File: config.mk
export PLATFORM = sky130hd
export DESIGN_NAME = cbpe_weights
export DESIGN_NICKNAME = d
export VERILOG_FILES = /design/src/rtl/core/cbpe_pkg.sv /design/src/rtl/core/cbpe_weights.sv
export SDC_FILE = /design/constraint.sdc
export NUM_CORES = 2
export LEC_CHECK = 0
export CAP_MARGIN = 20
export CORE_ASPECT_RATIO = 0.5
export CORE_UTILIZATION = 55
export DETAILED_ROUTE_END_ITERATION = 16
export DONT_BUFFER_PORTS = 1
export PLACE_DENSITY = 0.73
export SYNTH_ARGS = -nofsm -noshare
export SYNTH_HDL_FRONTEND = slang
export SYNTH_SLANG_ARGS = --single-unit
File: constraint.sdc
create_clock -name clk -period 6 [get_ports clk]
set_clock_uncertainty 0.1 [all_clocks]
set_input_delay 1.2 -clock clk [delete_from_list [all_inputs] [get_ports clk]]
set_output_delay 1.2 -clock clk [all_outputs]
set_load 0.05 [all_outputs]
File: src/rtl/core/cbpe_pkg.sv
// ----------------------------------------------------------------------------
// cbpe_pkg: shared types and constants for the cubic Bezier point evaluator
// Coordinate format, configuration register map and register reset values.
// ----------------------------------------------------------------------------
package cbpe_pkg;

	localparam int COORD_W   = 16;
	localparam int PARAM_W   = 17;
	localparam int NUM_REGS  = 8;
	localparam int REG_IDX_W = 3;
	localparam int CFG_IDX_W = 8;

	typedef logic signed [COORD_W-1:0] coord_t;

	typedef enum logic [REG_IDX_W-1:0] {
		REG_P0_X = 3'd0,
		REG_P0_Y = 3'd1,
		REG_P1_X = 3'd2,
		REG_P1_Y = 3'd3,
		REG_P2_X = 3'd4,
		REG_P2_Y = 3'd5,
		REG_P3_X = 3'd6,
		REG_P3_Y = 3'd7
	} reg_idx_t;

	localparam coord_t REG_RESET [NUM_REGS] = '{
		16'sd1600, 16'sd6400, 16'sd2400, 16'sd7200,
		16'sd4000, 16'sd5600, 16'sd4800, 16'sd6400
	};

endpackage

File: src/rtl/core/cbpe_weights.sv
// ----------------------------------------------------------------------------
// cbpe_weights: Bernstein weight pipeline
// Stage 1 clamps t and forms s = 1 - t, stage 2 squares, stage 3 forms the
// cubic terms. Middle weights leave without their factor of three.
// ----------------------------------------------------------------------------
module cbpe_weights #(
	parameter int FRAC_BITS = 16
) (
	input  logic                         clk,
	input  logic                         arst_n,
	input  logic                         in_valid,
	input  logic [cbpe_pkg::PARAM_W-1:0] curve_param,
	output logic                         out_valid,
	output logic [FRAC_BITS:0]           weight [4]
);

	localparam int TW = FRAC_BITS + 1;
	localparam int CW = (TW > cbpe_pkg::PARAM_W) ? TW : cbpe_pkg::PARAM_W;
	localparam logic [CW-1:0]   ONE_C = CW'(1) << FRAC_BITS;
	localparam logic [TW-1:0]   ONE_T = TW'(1) << FRAC_BITS;
	localparam logic [2*TW-1:0] HALF  = (2*TW)'(1) << (FRAC_BITS - 1);

	// rounded product of two values no larger than one
	function automatic logic [TW-1:0] rnd_mul(input logic [TW-1:0] a, input logic [TW-1:0] b);
		logic [2*TW-1:0] p;
		p = (2*TW)'(a) * (2*TW)'(b) + HALF;
		return p[FRAC_BITS+TW-1:FRAC_BITS];
	endfunction

	logic [CW-1:0] t_ext;
	logic [CW-1:0] t_cl;

	logic          v_s1, v_s2, v_s3;
	logic [TW-1:0] t_s1, s_s1;
	logic [TW-1:0] t_s2, s_s2, tt_s2, ss_s2;
	logic [TW-1:0] w_s3 [4];

	always_comb begin
		t_ext = CW'(curve_param);
		t_cl  = (t_ext > ONE_C) ? ONE_C : t_ext;
	end

	always_ff @(posedge clk or negedge arst_n) begin
		if (!arst_n) begin
			v_s1 <= 1'b0;
			v_s2 <= 1'b0;
			v_s3 <= 1'b0;
		end else begin
			v_s1 <= in_valid;
			v_s2 <= v_s1;
			v_s3 <= v_s2;
		end
	end

	always_ff @(posedge clk) begin
		t_s1    <= t_cl[TW-1:0];
		s_s1    <= ONE_T - t_cl[TW-1:0];
		t_s2    <= t_s1;
		s_s2    <= s_s1;
		tt_s2   <= rnd_mul(t_s1, t_s1);
		ss_s2   <= rnd_mul(s_s1, s_s1);
		w_s3[0] <= rnd_mul(ss_s2, s_s2);
		w_s3[1] <= rnd_mul(ss_s2, t_s2);
		w_s3[2] <= rnd_mul(tt_s2, s_s2);
		w_s3[3] <= rnd_mul(tt_s2, t_s2);
	end

	assign out_valid = v_s3;
	assign weight    = w_s3;

endmodule

==> results.cfg <==
[global_routing]
grt_pass1_vias = 45400
grt.total_usage_pct = 28.5
grt_start_max_net_pins = 35
grt-ovfl-total = 0
grt_pass1_wl_mm = 233
antenna_found_initial = 6

[worst_setup_path]
cpMostUsedCell = fa_1
slowest_delay_ns = 0.57
critical_path_arrival_ns = 6.45
cp_max_fo = 6
critPathSlowestCell = fa_1
crit_required_ns = 6.34
startpoint_type = flop
cp-end-kind = flop
crit_type = reg -> reg
cp_cell_sequence = buf_12 > buf_6 > nand2_2 > fa_1 > inv_2 > fa_1 > fa_1 > fa_1 > fa_1 > fa_1 > ha_4 > a21o_1 > or3_4 > o31ai_4 > a21oi_4 > o21bai_4 > a21oi_2 > o41a_1 > a21oi_2 > xnor2_1

[clock_network]
insertion_delay_ns = 0.54
cts.path.max_buffers = 2
clkTransAtPathRegs_ns = 0.08
htreeDepth = 4
hold_buffers = 0
clock_sinks = 171
clockRootBuffer = clkbuf_16
cts_tree = built
cts_buffers = 17

[timing]
slew_headroom_pct = 52.5
holdWs_ns = 0.256
drv_slew = 0
post-route-worst-setup-slack_ns = -0.110
rsz0062_at_grt = yes
tightestPinTransition_ns = 0.706
fin_crit_ns = 6.11
setup_viol = 11
hold_viol_final = 0
finalCritPeriodShare_pct = 102
max_freq_ghz = 0.164

[synth]
synth_cells = 6055
yosysSeqAreaShare_pct = 6.13
avgSynthCellArea_um2 = 9.26
synth.distinct_cells = 70
synth_nets = 8026
async_flop_share_pct = 1.75
yosys_warnings = 0
synth-main-ff-cell = dfxtp_1
synth_edf_count = 0
ys_ff_latch = 171
synth_area_mm2 = 0.0561

[die]
die_h_um = 228
io_pins = 89
die-area_mm2 = 0.103
core_area_mm2 = 0.101
die_w_um = 453
start_util_pct = 55.8
rows = 82

[drt]
met2_length_mm = 68.1
vias = 41800
wl_mm = 144
drt-met1-wl_mm = 59.1
routed.top_layer = met5
drc = 0
initialDrtViolationCount = 3272
viasPerCell = 5.37
post_drt_wl_per_cell_um = 18.5
wl_met3_mm = 13.4
first_pass_iters = 6
ant_nets = 0

[final_layout]
final_common_cell = inv_1
layout_common_cells = inv_1 (1520), fa_1 (1235), nand2_1 (709)
syn_to_final_growth_pct = 15.8
drive_gt1_share_pct = 15.5
nFillCells = 7627
fin_nets = 8397

[place]
gp_congestion = 0.934
port_buffers = 0
pre_cts_ws_ns = -0.474
post-dp-hpwl_mm = 117

[min_path]
hold_class = in -> async

[job]
maxCapViolations = 0

[outcome]
violations = setup timing
status = finished, violations left
worst paths after layout:
check | startpoint | endpoint | slack [ns] | cells after the start
max | s_s1[5]$_DFF_P_ | ss_s2[13]$_DFF_P_ | -0.11 | 20
min | arst_n | v_s1$_DFF_PN0_ | 0.26 | 0
max reg2reg | s_s1[5]$_DFF_P_ | ss_s2[13]$_DFF_P_ | -0.11 | 20
min reg2reg | v_s2$_DFF_PN0_ | out_valid$_DFF_PN0_ | 0.26 | 0
max in group asynchronous | arst_n | out_valid$_DFF_PN0_ | 5.47 | 0
min in group clk | v_s2$_DFF_PN0_ | out_valid$_DFF_PN0_ | 0.26 | 0
synth_stat cells (13+ instances only):
cell      number  area, µm²
nor3_1        13       65.1
and3_1        17        106
a21oi_1       99        495
nand4_1       17        106
a21o_1        52        390
xor2_1        52        455
nand3_1       31        155
ha_1         673       8420
clkbuf_1     242        908
fa_1        1278      25600
o21a_1        18        135
and2_1       702       4390
nor2_1        72        270
xnor2_1      100        876
o21ai_0       49        245
a211oi_1      18        135
nand2_1      730       2740
nor2b_1       19        119
inv_1       1559       5850
dfxtp_1      168       3360
layer usage:
metal,global-route usage (%),up-vias
met3,5.59,265
met5,0,-
li1,-,18500
met2,45.9,1705
met1,39.7,21300
met4,6.69,4
critical path, delay by kind of cell, from the launching register on:
family / cells / cell delay, ns
buffers and inverters: 3 / 0.28
and+or+nand+nor: 2 / 0.40
AOI/OAI and AO/OA: 7 / 1.41
xor gates and xnor gates: 1 / 0.16
DFF: 1 / 0.36
adders and majority gates: 7 / 3.29
flip-flops by register name, summed over array words and instances, names as in the netlist, 16 cells and up:
register,flops
weight,68
s_s1,17
s_s2,17
ss_s2,17
tt_s2,17
t_s1,16
t_s2,16
area by class of cell:
cell class	count	area, µm²	share of cell area, %
clock buffer	18	439	0.676
sequential	171	3590	5.53
antenna	1	2.50	0.00385
multi-input combinational	4079	47300	72.8
timing repair buffer	597	5910	9.10
clock inverter	14	154	0.237
inverter	1560	5860	9.02
tap	1344	1680	2.59
timing repair:
action	CTS	global route
pin swaps	59	222
buffers inserted	19	46
cloned	3	5
endpoints found under the hold margin	0	0
setup endpoints to repair	63	70
resized for setup	145	359
through the flow:
stage / instances / cell area (µm²) / util [%] / TNS, ns
2_1_floorplan: 6055 / 56100 / - / 0
3_5_place_dp: 7686 / 61700 / 61.4 / -10.26
5_1_grt: 7783 / 64900 / 64.6 / -5.62
6_report: 7784 / 64900 / 64.6 / -0.613
3_3_place_gp: 7686 / 61700 / 61.4 / -5.50
4_1_cts: 7740 / 63200 / 62.8 / -0.200
logic make-up after synthesis:
family	Yosys count	share of synthesized area, %
xor+xnor	152	2.37
simple gates	1644	14.7
compound gates	329	3.94
mux	3	0.0603
buf+inv	1805	12.1
fa+ha+maj	1951	60.7
flops	171	6.13
Power is not shown: default switching activity piles up to over one toggle a cycle in this logic, so the estimate is an artifact.
